<file path="src/rtl/bdlp_pkg.sv">
// ----------------------------------------------------------------------------
// bdlp_pkg
// shared types and constants for the button debounce / long press block
// ----------------------------------------------------------------------------
package bdlp_pkg;

   localparam int BUTTONS     = 4;
   localparam int SAMPLE_BITS = 4;
   localparam int CNT_W       = 10;

   localparam logic [CNT_W-1:0] HOLD_RESET = 10'd100;

   localparam logic [1:0] KIND_TICK       = 2'd0;
   localparam logic [1:0] KIND_READ_SHORT = 2'd1;
   localparam logic [1:0] KIND_READ_LONG  = 2'd2;

   typedef struct packed {
      logic [1:0] kind;
      logic [3:0] samples;
      logic [2:0] index;
   } req_item_type;

   typedef struct packed {
      logic answer;
      logic index_error;
   } rsp_item_type;

   // per-button control from the item decode
   typedef struct packed {
      logic tick;
      logic clr_press;
      logic clr_long;
   } btn_ctrl_type;

   // per-button flags seen by the query path
   typedef struct packed {
      logic press;
      logic long_hold;
   } btn_flags_type;

endpackage

</file>
<file path="src/rtl/bdlp_button.sv">
// ----------------------------------------------------------------------------
// bdlp_button
// debounce history, stable level, hold counter and flags of one button
// ----------------------------------------------------------------------------
module bdlp_button (
   input  logic                        clock,
   input  logic                        reset,
   input  bdlp_pkg::btn_ctrl_type      ctrl,
   input  logic                        raw,
   input  logic [bdlp_pkg::CNT_W-1:0]  hold_ticks,
   output bdlp_pkg::btn_flags_type     flags
);

   // the older sample of the history is the current newest_ff at each tick,
   // so only the newest one needs a register
   logic                       newest_ff, newest_in;
   logic                       stable_ff, stable_in;
   logic                       press_ff, press_in;
   logic                       long_ff, long_in;
   logic [bdlp_pkg::CNT_W-1:0] cnt_ff, cnt_in;
   logic [bdlp_pkg::CNT_W-1:0] cnt_dec;

   assign cnt_dec = cnt_ff - 1'b1;

   always_comb begin
      newest_in = newest_ff;
      stable_in = stable_ff;
      press_in  = press_ff;
      long_in   = long_ff;
      cnt_in    = cnt_ff;
      if (ctrl.tick) begin
         newest_in = raw;
         // two agreeing samples
         if (raw == newest_ff) begin
            if (newest_ff != stable_ff) begin
               stable_in = newest_ff;
               if (!newest_ff) begin
                  press_in = 1'b1;
                  cnt_in   = hold_ticks;
               end
            end else if (cnt_dec == '0) begin
               cnt_in = hold_ticks;
               if (!stable_ff) begin
                  press_in = 1'b0;
                  long_in  = 1'b1;
               end else begin
                  long_in = 1'b0;
               end
            end else begin
               cnt_in = cnt_dec;
            end
         end
      end
      if (ctrl.clr_press) press_in = 1'b0;
      if (ctrl.clr_long)  long_in  = 1'b0;
   end

   always_ff @(posedge clock) begin
      if (reset) begin
         newest_ff <= 1'b1;
         stable_ff <= 1'b1;
         press_ff  <= 1'b0;
         long_ff   <= 1'b0;
         cnt_ff    <= bdlp_pkg::HOLD_RESET;
      end else begin
         newest_ff <= newest_in;
         stable_ff <= stable_in;
         press_ff  <= press_in;
         long_ff   <= long_in;
         cnt_ff    <= cnt_in;
      end
   end

   assign flags.press     = press_ff;
   assign flags.long_hold = long_ff;

endmodule

</file>
<file path="src/rtl/button_debounce_long_press_core.sv">
// ----------------------------------------------------------------------------
// button_debounce_long_press_core
// four-button debouncer with short press latch and long press flag
// ----------------------------------------------------------------------------
//
//  port group  dir  handshake           payload
//  req_        in   req_valid/ready     req_payload (kind, samples, index)
//  rsp_        out  rsp_valid/ready     rsp_payload (answer, index_error)
//  csr_        in   csr_wr_en           csr_wr_data (hold_ticks)
//
// an item is captured into an input register, then in one pass updates the
// per-button state and lands in the result register: one item per cycle
// sustained while rsp_ready allows. the result register is the only place that
// holds a finished item; a stalled rsp_ready holds it and, once the input
// register is also full, drops req_ready. synchronous reset brings all buttons
// to released with hold counters at 100 and hold_ticks at 100.
//
module button_debounce_long_press_core (
   input  logic                           clock,
   input  logic                           reset,
   input  logic                           req_valid,
   output logic                           req_ready,
   input  bdlp_pkg::req_item_type         req_payload,
   output logic                           rsp_valid,
   input  logic                           rsp_ready,
   output bdlp_pkg::rsp_item_type         rsp_payload,
   input  logic                           csr_wr_en,
   input  logic [bdlp_pkg::CNT_W-1:0]     csr_wr_data
);

   // configuration
   logic [bdlp_pkg::CNT_W-1:0] hold_ff;

   // input register
   logic                   s1_valid_ff;
   bdlp_pkg::req_item_type s1_item_ff;

   // result register
   logic                   rsp_valid_ff;
   bdlp_pkg::rsp_item_type rsp_item_ff, rsp_item_in;

   logic advance;
   logic is_tick, is_short, is_long;

   logic [bdlp_pkg::BUTTONS-1:0] hit;
   logic [bdlp_pkg::BUTTONS-1:0] press_vec;
   logic [bdlp_pkg::BUTTONS-1:0] long_vec;
   logic [bdlp_pkg::BUTTONS-1:0] raw_vec;

   bdlp_pkg::btn_ctrl_type  ctrl [bdlp_pkg::BUTTONS];
   bdlp_pkg::btn_flags_type flags [bdlp_pkg::BUTTONS];

   // input item moves into the result register when that one is free
   assign advance   = s1_valid_ff && (!rsp_valid_ff || rsp_ready);
   assign req_ready = !s1_valid_ff || advance;

   assign is_tick  = advance && (s1_item_ff.kind == bdlp_pkg::KIND_TICK);
   assign is_short = advance && (s1_item_ff.kind == bdlp_pkg::KIND_READ_SHORT);
   assign is_long  = advance && (s1_item_ff.kind == bdlp_pkg::KIND_READ_LONG);

   always_ff @(posedge clock) begin
      if (reset) begin
         hold_ff <= bdlp_pkg::HOLD_RESET;
      end else if (csr_wr_en) begin
         hold_ff <= csr_wr_data;
      end
   end

   always_ff @(posedge clock) begin
      if (reset) begin
         s1_valid_ff <= 1'b0;
      end else if (req_ready) begin
         s1_valid_ff <= req_valid;
      end
   end

   always_ff @(posedge clock) begin
      if (req_valid && req_ready) begin
         s1_item_ff <= req_payload;
      end
   end

   // button lanes: decode of the query index and of the sample bits
   for (genvar i = 0; i < bdlp_pkg::BUTTONS; i++) begin : g_btn
      assign hit[i] = ({29'd0, s1_item_ff.index} == 32'(i));
      if (i < bdlp_pkg::SAMPLE_BITS) begin : g_pin
         assign raw_vec[i] = s1_item_ff.samples[i];
      end else begin : g_nopin
         // no pin for this button: reads as released
         assign raw_vec[i] = 1'b1;
      end
      assign ctrl[i].tick      = is_tick;
      assign ctrl[i].clr_press = is_short && hit[i];
      assign ctrl[i].clr_long  = is_long && hit[i];

      bdlp_button u_button (
         .clock      (clock),
         .reset      (reset),
         .ctrl       (ctrl[i]),
         .raw        (raw_vec[i]),
         .hold_ticks (hold_ff),
         .flags      (flags[i])
      );

      assign press_vec[i] = flags[i].press;
      assign long_vec[i]  = flags[i].long_hold;
   end

   // query answer from the flags before this item clears them
   always_comb begin
      rsp_item_in.answer      = 1'b0;
      rsp_item_in.index_error = 1'b0;
      case (s1_item_ff.kind)
         bdlp_pkg::KIND_READ_SHORT: begin
            rsp_item_in.answer      = |(press_vec & hit);
            rsp_item_in.index_error = ~|hit;
         end
         bdlp_pkg::KIND_READ_LONG: begin
            rsp_item_in.answer      = |(long_vec & hit);
            rsp_item_in.index_error = ~|hit;
         end
         default: begin
            // ticks and unused kind: answer 0, no error
            rsp_item_in.answer      = 1'b0;
            rsp_item_in.index_error = 1'b0;
         end
      endcase
   end

   always_ff @(posedge clock) begin
      if (reset) begin
         rsp_valid_ff <= 1'b0;
      end else if (!rsp_valid_ff || rsp_ready) begin
         rsp_valid_ff <= s1_valid_ff;
      end
   end

   always_ff @(posedge clock) begin
      if (advance) begin
         rsp_item_ff <= rsp_item_in;
      end
   end

   assign rsp_valid   = rsp_valid_ff;
   assign rsp_payload = rsp_item_ff;

endmodule
</file>
<file path="config.mk">
export PLATFORM = sky130hd
export DESIGN_NAME = button_debounce_long_press_core
export DESIGN_NICKNAME = d
export VERILOG_FILES = /design/src/rtl/bdlp_pkg.sv /design/src/rtl/bdlp_button.sv /design/src/rtl/button_debounce_long_press_core.sv
export SDC_FILE = /design/constraint.sdc
export NUM_CORES = 1
export LEC_CHECK = 0
export BUFFER_PORTS_ARGS = -buffer_cell sky130_fd_sc_hd__buf_2
export CORE_MARGIN = 2
export CORE_UTILIZATION = 23
export CTS_CLUSTER_SIZE = 25
export DETAILED_ROUTE_END_ITERATION = 6
export MAX_ROUTING_LAYER = met4
export SLEW_MARGIN = 40
export SYNTH_ARGS = -nofsm -noshare
export SYNTH_HDL_FRONTEND = slang
export SYNTH_HIERARCHICAL = 1
export SYNTH_SLANG_ARGS = --single-unit
</file>
<file path="constraint.sdc">
create_clock -name clock -period 2 [get_ports clock]
set_input_delay 0.2 -clock clock [delete_from_list [all_inputs] [get_ports clock]]
set_output_delay 0.2 -clock clock [all_outputs]
set_load 0.01 [all_outputs]
</file>
==> results.md, run 1 <==
- Critical Path Sink Type: register
- Met3 Track Usage GR: under 10%
- Top_reg_cell synth: dfxtp_1
- Vias post-DR: just under 5000
- GRT busiest layer: met2
- Static Leak: between 2 and 3 nW
- Most frequent cells in the layout: 96 x buf_4, 60 x dfxtp_1, 48 x nor2_1, 29 x nor3_1, 27 x buf_2
- Crit Path Class: reg2reg
- Synth warnings: 6
- Vias per inst: 5.122
- Mapped Area: between 4000 and 5000 um2
- Dpl cells: between 900 and 1000
- Routed wire length: about 15000 um
- Die Ht: 150.2 um
- Layout Skew: slightly above 0.005 ns
- Core ar.: 21020 um2
- Startpoint Class: register
- Synthesized instance count: between 500 and 600
- Worst path bufs/invs: 4
- Final worst setup slack: -0.2782 ns
- Layout Utilization: about 34%
- Top cells by area, synth: dfxtp_1 28%, edfxtp_1 6.7%, ha_1 4.8%
- Met1 Usage GRT: approximately 18%
- Max_cap viols: 0
- F_max: about 0.44 GHz
- Clock Tree Buf Depth: 2
- Largest delay share family, worst path: simple AND/OR/NAND/NOR gates
- Vias in the first global route: roughly 4600
- Area Growth Syn to Fin: 44.20%
- Measured slew at the worst slew-check pin: about 0.56 ns
- Initial DRC count: roughly 310
- Outcome: complete, but fails checks
- Initial antenna violation count: 0
- Cell Rows: between 50 and 60
- Grt total ovfl: 0
- Hold Path Class: in2reg
- Synth area leader: dfxtp_1
- Residual DRC count: 0
- Critical Path RT: around 2.3 ns
- RSZ-0062 raised after global routing: yes
- Period utilization: 113.9%
- Drt pass-1 iters: 5
- ANT nets after route: 0
- Final setup fails: 45
- Crit Path Max Fanout: 4
- Power density over cell area: roughly 530 nW/um2
- Slew HR: 62.38%
- Cts bufs inserted: 9
- Top cell by count, worst path: buf_6
- Final hold violation count: 0
- Pre-CTS setup slack: -0.2932 ns
- CTS Hold Buffers Added: 0
- Post-synth EDFFs: 11
- Final net count: between 700 and 800
- Worst path max stage delay: approximately 0.5 ns
- Synthesized net count: 610
- Fin cells: 971
- Starting Density: around a quarter
- #FFs+latches synth: around 80
- Failing checks: negative setup slack
- Syn avg cell area: approximately 8.7 um2
- Post-synthesis async set-or-reset flop share: 0%
- H-tree depth: 3
- Io pins: 28
- Synth unique cells: between 50 and 60
- DP Area: slightly below 6000 um2
- # diodes: 0
- Die W: ~150 um
- First-pass GRT wire length: approximately 23000 um
- Share of cells above drive strength 1: 40.09%
- Fin. max-slew vios: 0
- Worst path cell trace: inv_2, ha_4, or4b_4, or3_4, o2111ai_4, buf_6, buf_6, buf_6, o41ai_2, a211oi_1
- CTS Root Cell: clkbuf_16
- DIE AREA: ~23000 um2
- Clock Latency Late Sink: 0.34 ns
- CTS Sinks: ~80
- Final min period: between 2 and 2.5 ns
- GPL Wtd Cong: approximately 0.85
- CTS tree: built
- Worst IR Drop VDD: approximately 0.44 mV
- Yosys top cell area share: around 28%
- Most common cell after layout, fill and taps aside: buf_4
- Tot GR Track Use: 13.35%
- Critical path arrival: roughly 2.5 ns
- Reg clk slew, reported paths: around 0.06 ns
- Setup TNS: -8.087 ns
- Largest net degree at the start of global routing: 39
- Sequential element share of the synthesized area: around a third
- Crit path max-delay cell type: or4b_4
- Port buffer count: 27
- Final Cell Area: between 7000 and 8000 um2
- Detailed placer's ending HPWL: 10090 um
- Global routing usage on met2: 21.78%
- Wire per inst: around 16 um
==> synthesized netlist by cell type (5+ instances only) <==
| cell | number |
|---|---|
| dfxtp_1 | 68 |
| nor2_1 | 58 |
| inv_1 | 31 |
| nor3_1 | 31 |
| o21ai_0 | 30 |
| a21oi_1 | 29 |
| nand2_1 | 28 |
| ha_1 | 19 |
| a31oi_1 | 18 |
| mux2i_1 | 18 |
| clkbuf_1 | 16 |
| nand3_1 | 15 |
| or3_1 | 15 |
| edfxtp_1 | 11 |
| nor4_1 | 11 |
| and3_1 | 9 |
| a32oi_1 | 8 |
| buf_4 | 8 |
| nand3b_1 | 8 |
| nor4b_1 | 8 |
| xnor2_1 | 8 |
| a211oi_1 | 7 |
| a311oi_1 | 7 |
| and2_1 | 7 |
| o21a_1 | 7 |
| nand4b_1 | 6 |
| buf_6 | 5 |
| or2_2 | 5 |
==> metal layers <==
layer / share of wire (%) / vias to the layer above
met2: 48 / 149
met1: 45 / 2409
met5: 0 / -
met4: 1.3 / 0
li1: - / 2384
met3: 5.6 / 31
==> worst reg2reg max path: cells and delay by family, from the launching register on <==
family | cells | cell delay, ns
adders and majority gates | 1 | 0.13
and+or+nand+nor | 2 | 0.87
buffers and inverters | 4 | 0.43
AOI/OAI and AO/OA | 3 | 0.44
DFF | 1 | 0.33
==> power breakdown <==
part / switching [W] / internal, W
Sequential: 0.0000769 / 0.00165
Combinational: 0.000201 / 0.000173
Clock: 0.000688 / 0.00100
==> worst paths after layout <==
check	from	endpoint	slack [ns]	cells past startpoint
worst min register to register	g_btn[0].u_button/press_ff$_SDFFE_PP0P_	g_btn[0].u_button/press_ff$_SDFFE_PP0P_	0.49	2
worst max register to register	g_btn[1].u_button/cnt_ff[1]$_SDFFE_PP0P_	g_btn[1].u_button/press_ff$_SDFFE_PP0P_	-0.28	10
worst max-delay path	g_btn[1].u_button/cnt_ff[1]$_SDFFE_PP0P_	g_btn[1].u_button/press_ff$_SDFFE_PP0P_	-0.28	10
worst min-delay path	req_payload[4]	raw_vec[1]$_DFFE_PP_	0.03	1
==> cell families (layout without fill, tap and decap cells) <==
family | count (synthesis) | count (layout) | synth area share [%]
AO/OA/AOI/OAI | 145 | 149 | 22.14
adder cells (fa/ha/maj) | 19 | 19 | 4.835
buffers and inverters | 64 | 189 | 6.310
XOR/XNOR | 12 | 12 | 2.137
AND/OR/NAND/NOR | 228 | 228 | 25.60
flip-flops | 79 | 79 | 34.40
multiplexers | 20 | 20 | 4.580
==> stage by stage <==
step	hold slack (ns)	total power, W
finish	0.03259	0.003786
global route	0.02351	0.003913
CTS	0.02017	0.003794
detailed placement	0.3784	0.002076
global placement	0.3771	0.002073
floorplan	0.2760	0.001910
==> cell type report <==
| class | count | area [um2] |
|---|---|---|
| Fill cell | 2123 | 13930 |
| Timing Repair Buffer | 141 | 1067 |
| Tap cell | 275 | 344.1 |
| Sequential cell | 79 | 1712 |
| Clock buffer | 11 | 242.7 |
| Multi-Input combinational cell | 428 | 3537 |
| Clock inverter | 5 | 57.56 |
| Inverter | 32 | 130.1 |
==> registers in the layout (all words and copies together) (netlist names), 4 cells and up <==
name / count
g_btn.u_button/stable_ff: 4
g_btn.u_button/cnt_ff: 40
s1_item_ff: 5
g_btn.u_button/press_ff: 4
g_btn.u_button/long_ff: 4
g_btn.u_button/newest_ff: 4
hold_ff: 10
raw_vec: 4
==> repair_timing <==
| action | 4_1_cts | 5_1_grt |
|---|---|---|
| setup endpoints to repair | 47 | 48 |
| cloned | 4 | 0 |
| pin swaps | 31 | 52 |
| gates resized for setup | 55 | 67 |
| setup buffers | 13 | 14 |
No activity file was read; power rests on OpenSTA's default activity.
==> inputs of run 2 (changes only) <==
--- a/config.mk
+++ b/config.mk
@@ -8,9 +8,11 @@
 export BUFFER_PORTS_ARGS = -buffer_cell sky130_fd_sc_hd__buf_2
 export CORE_MARGIN = 2
 export CORE_UTILIZATION = 23
+export CTS_CLUSTER_DIAMETER = 200
 export CTS_CLUSTER_SIZE = 25
 export DETAILED_ROUTE_END_ITERATION = 6
 export MAX_ROUTING_LAYER = met4
+export PLACE_DENSITY = 0.49
 export SLEW_MARGIN = 40
 export SYNTH_ARGS = -nofsm -noshare
 export SYNTH_HDL_FRONTEND = slang
==> run 2 against run 1 <==
Against the previous run:
- the flow still finishes with violations (negative setup slack)
- maximum frequency increased by 0.68%
- final cell count increased by 1.0%
- wire length increased by 3.9%
- register-to-register slack improved by 0.02 ns
- via count decreased by 1.9%
- hold slack got worse by 0.0061 ns
- power decreased by 1.8%
- first-iteration DRC count decreased by 14%
- sequential power about the same
- setup slack improved by 0.015 ns
- combinational power increased by 1%
- largest cell class unchanged
- largest power group unchanged
==> results.md, run 2 (same netlist as run 1, synthesis figures left out) <==
- Vias post-DR: roughly 4900
- Final hold violation count: 0
- Final net count: ~740
- Fin cells: 981
- Cell Rows: 53
- Crit Path Max Fanout: 5
- Die Ht: between 150 and 200 um
- Largest net degree at the start of global routing: 23
- Io pins: 28
- Starting Density: 23.39%
- Pre-CTS setup slack: -0.2821 ns
- Crit. path cell count: 8
- Period utilization: 113.1%
- Worst path bufs/invs: 1
- # diodes: 0
- Worst Hold Launch: req_payload[6]
- Die W: 150.2 um
- F_max: approximately 0.44 GHz
- ANT nets after route: 0
- Worst path cell trace: inv_2, ha_4, or4b_4, or3_4, o2111ai_4, o21ai_4, or3_1, a31oi_1
- Static Leak: 2.595 nW
- Slew HR: 56.54%
- Crit Path Class: reg2reg
- R2r startpoint: g_btn[2].u_button/cnt_ff[0]$_SDFFE_PP0P_
- Startpoint Class: register
- CTS Hold Buffers Added: 0
- Initial DRC count: ~270
- Worst r2r dst: g_btn[2].u_button/cnt_ff[0]$_SDFFE_PP0P_
- Final setup fails: 44
- CTS Root Cell: clkbuf_16
- Power density over cell area: between 500 and 600 nW/um2
- Final worst setup slack: -0.2627 ns
- Initial antenna violation count: 0
- Critical Path RT: about 2.3 ns
- Vias per inst: 4.972
- Measured slew at the worst slew-check pin: 0.6519 ns
- Setup TNS: -7.419 ns
- Tot GR Track Use: roughly 14%
- Layout Utilization: about a third
- RSZ-0062 raised after global routing: yes
- Hold Path Depth: 1
- Layout Skew: slightly below 0.006 ns
- Hold endpoint: raw_vec[3]$_DFFE_PP_
- Crit path max-delay cell type: or4b_4
- Worst path max stage delay: 0.49 ns
- CTS Sinks: 79
- DIE AREA: ~23000 um2
- Failing checks: negative setup slack
- Vias in the first global route: 4605
- Max_cap viols: 0
- Final min period: approximately 2.3 ns
- Port buffer count: 27
- Clock Latency Late Sink: roughly 0.35 ns
- First-pass GRT wire length: 24440 um
- Reg clk slew, reported paths: ~0.06 ns
- Reg2reg path depth: 8
- Fin. max-slew vios: 0
- Detailed placer's ending HPWL: about 11000 um
- Largest delay share family, worst path: simple AND/OR/NAND/NOR gates
- Area Growth Syn to Fin: 43.66%
- Hold Path Class: in2reg
- Top flop regs: g_btn.u_button/cnt_ff (40), hold_ff (10), s1_item_ff (5)
- Most frequent cells in the layout: 112 x buf_4, 60 x dfxtp_1, 45 x nor2_1, 29 x nor3_1, 28 x nand2_1
- CTS tree: built
- Worst IR Drop VDD: slightly below 0.4 mV
- Dpl cells: between 900 and 1000
- Wire per inst: approximately 16 um
- Critical path arrival: roughly 2.5 ns
- H-tree depth: 3
- Outcome: complete, but fails checks
- Critical Path Sink Type: register
- Drt pass-1 iters: 5
- Cts bufs inserted: 9
- GPL Wtd Cong: 0.8462
- Residual DRC count: 0
- Core ar.: roughly 21000 um2
- Filler cell count: between 2000 and 2500
- Clock Tree Buf Depth: 2
- Most common cell after layout, fill and taps aside: buf_4
- Grt total ovfl: 0
- Routed wire length: about 16000 um
- Share of cells above drive strength 1: 40.51%
- Reg2Reg Setup Slack: -0.26 ns
- Number of flip-flops in the largest register: 40
- Largest register by flop count: g_btn.u_button/cnt_ff
## run 2: changes by cell type in the layout (fill, tap and decap cells not counted), sizes merged
cell	change
clkinvlp	-2
clkinv	+3
clkbuf	-1
buf	+10
## run 2: layer usage
layer / share of wire (%) / GRT usage [%] / vias up
met5: 0 / - / -
met4: 1.2 / 4.245 / 0
met3: 3.2 / 2.879 / 17
met2: 47 / 22.60 / 85
met1: 48 / 18.65 / 2375
li1: - / - / 2401
## run 2: what timing repair did
item                       in CTS  in global routing
pin swaps                      24                 41
buffers inserted               10                 11
setup endpoints to repair      44                 48
gates cloned                    4                  0
gates resized for setup        44                 68
## run 2: area by class of cell
cell class / instances / area [um2] / share of cell area (%)
sequential: 79 / 1714 / 24.26
timing repair buffer: 151 / 1111 / 15.73
tap: 275 / 344.1 / 4.871
clock inverter: 6 / 51.30 / 0.7262
clock buffer: 10 / 229.0 / 3.241
inverter: 32 / 125.1 / 1.771
multi-input combinational: 428 / 3490 / 49.40
## run 2: worst reg2reg max path: stages, from the launching register on
cell,delay [ns]
dfxtp_4,0.36
inv_2,0.06
ha_4,0.13
or4b_4,0.49
or3_4,0.36
o2111ai_4,0.17
o21ai_4,0.12
or3_1,0.34
a31oi_1,0.15
## run 2: metrics by stage
stage	cell area, um2	power, W	hold WS (ns)
after floorplan	5010	0.001910	0.2760
after global placement	6072	0.002092	0.3778
after detailed placement	6072	0.002092	0.3785
after CTS	6660	0.003745	0.01415
after global routing	7064	0.003883	0.01413
final	7064	0.003718	0.02648
## run 2: worst max path at each step
stage                                                   from                                        to  slack [ns]
floorplan           g_btn[1].u_button/cnt_ff[0]$_SDFFE_PP0P_  g_btn[1].u_button/cnt_ff[1]$_SDFFE_PP0P_       -0.14
global placement    g_btn[2].u_button/cnt_ff[0]$_SDFFE_PP0P_    g_btn[2].u_button/long_ff$_SDFFE_PP0P_       -0.25
detailed placement  g_btn[2].u_button/cnt_ff[0]$_SDFFE_PP0P_    g_btn[2].u_button/long_ff$_SDFFE_PP0P_       -0.28
CTS                 g_btn[0].u_button/cnt_ff[0]$_SDFFE_PP0P_  g_btn[0].u_button/cnt_ff[0]$_SDFFE_PP0P_       -0.24
global route        g_btn[0].u_button/cnt_ff[1]$_SDFFE_PP0P_  g_btn[0].u_button/cnt_ff[5]$_SDFFE_PP1P_       -0.31
finish              g_btn[2].u_button/cnt_ff[0]$_SDFFE_PP0P_  g_btn[2].u_button/cnt_ff[0]$_SDFFE_PP0P_       -0.26
## run 2: report_power, final
group	switching (W)	total (W)	internal, W
sequential	0.0000799	0.00173	0.00165
clock	0.000664	0.00161	0.000950
combinational	0.000202	0.000378	0.000176
total	0.000946	0.00372	0.00277
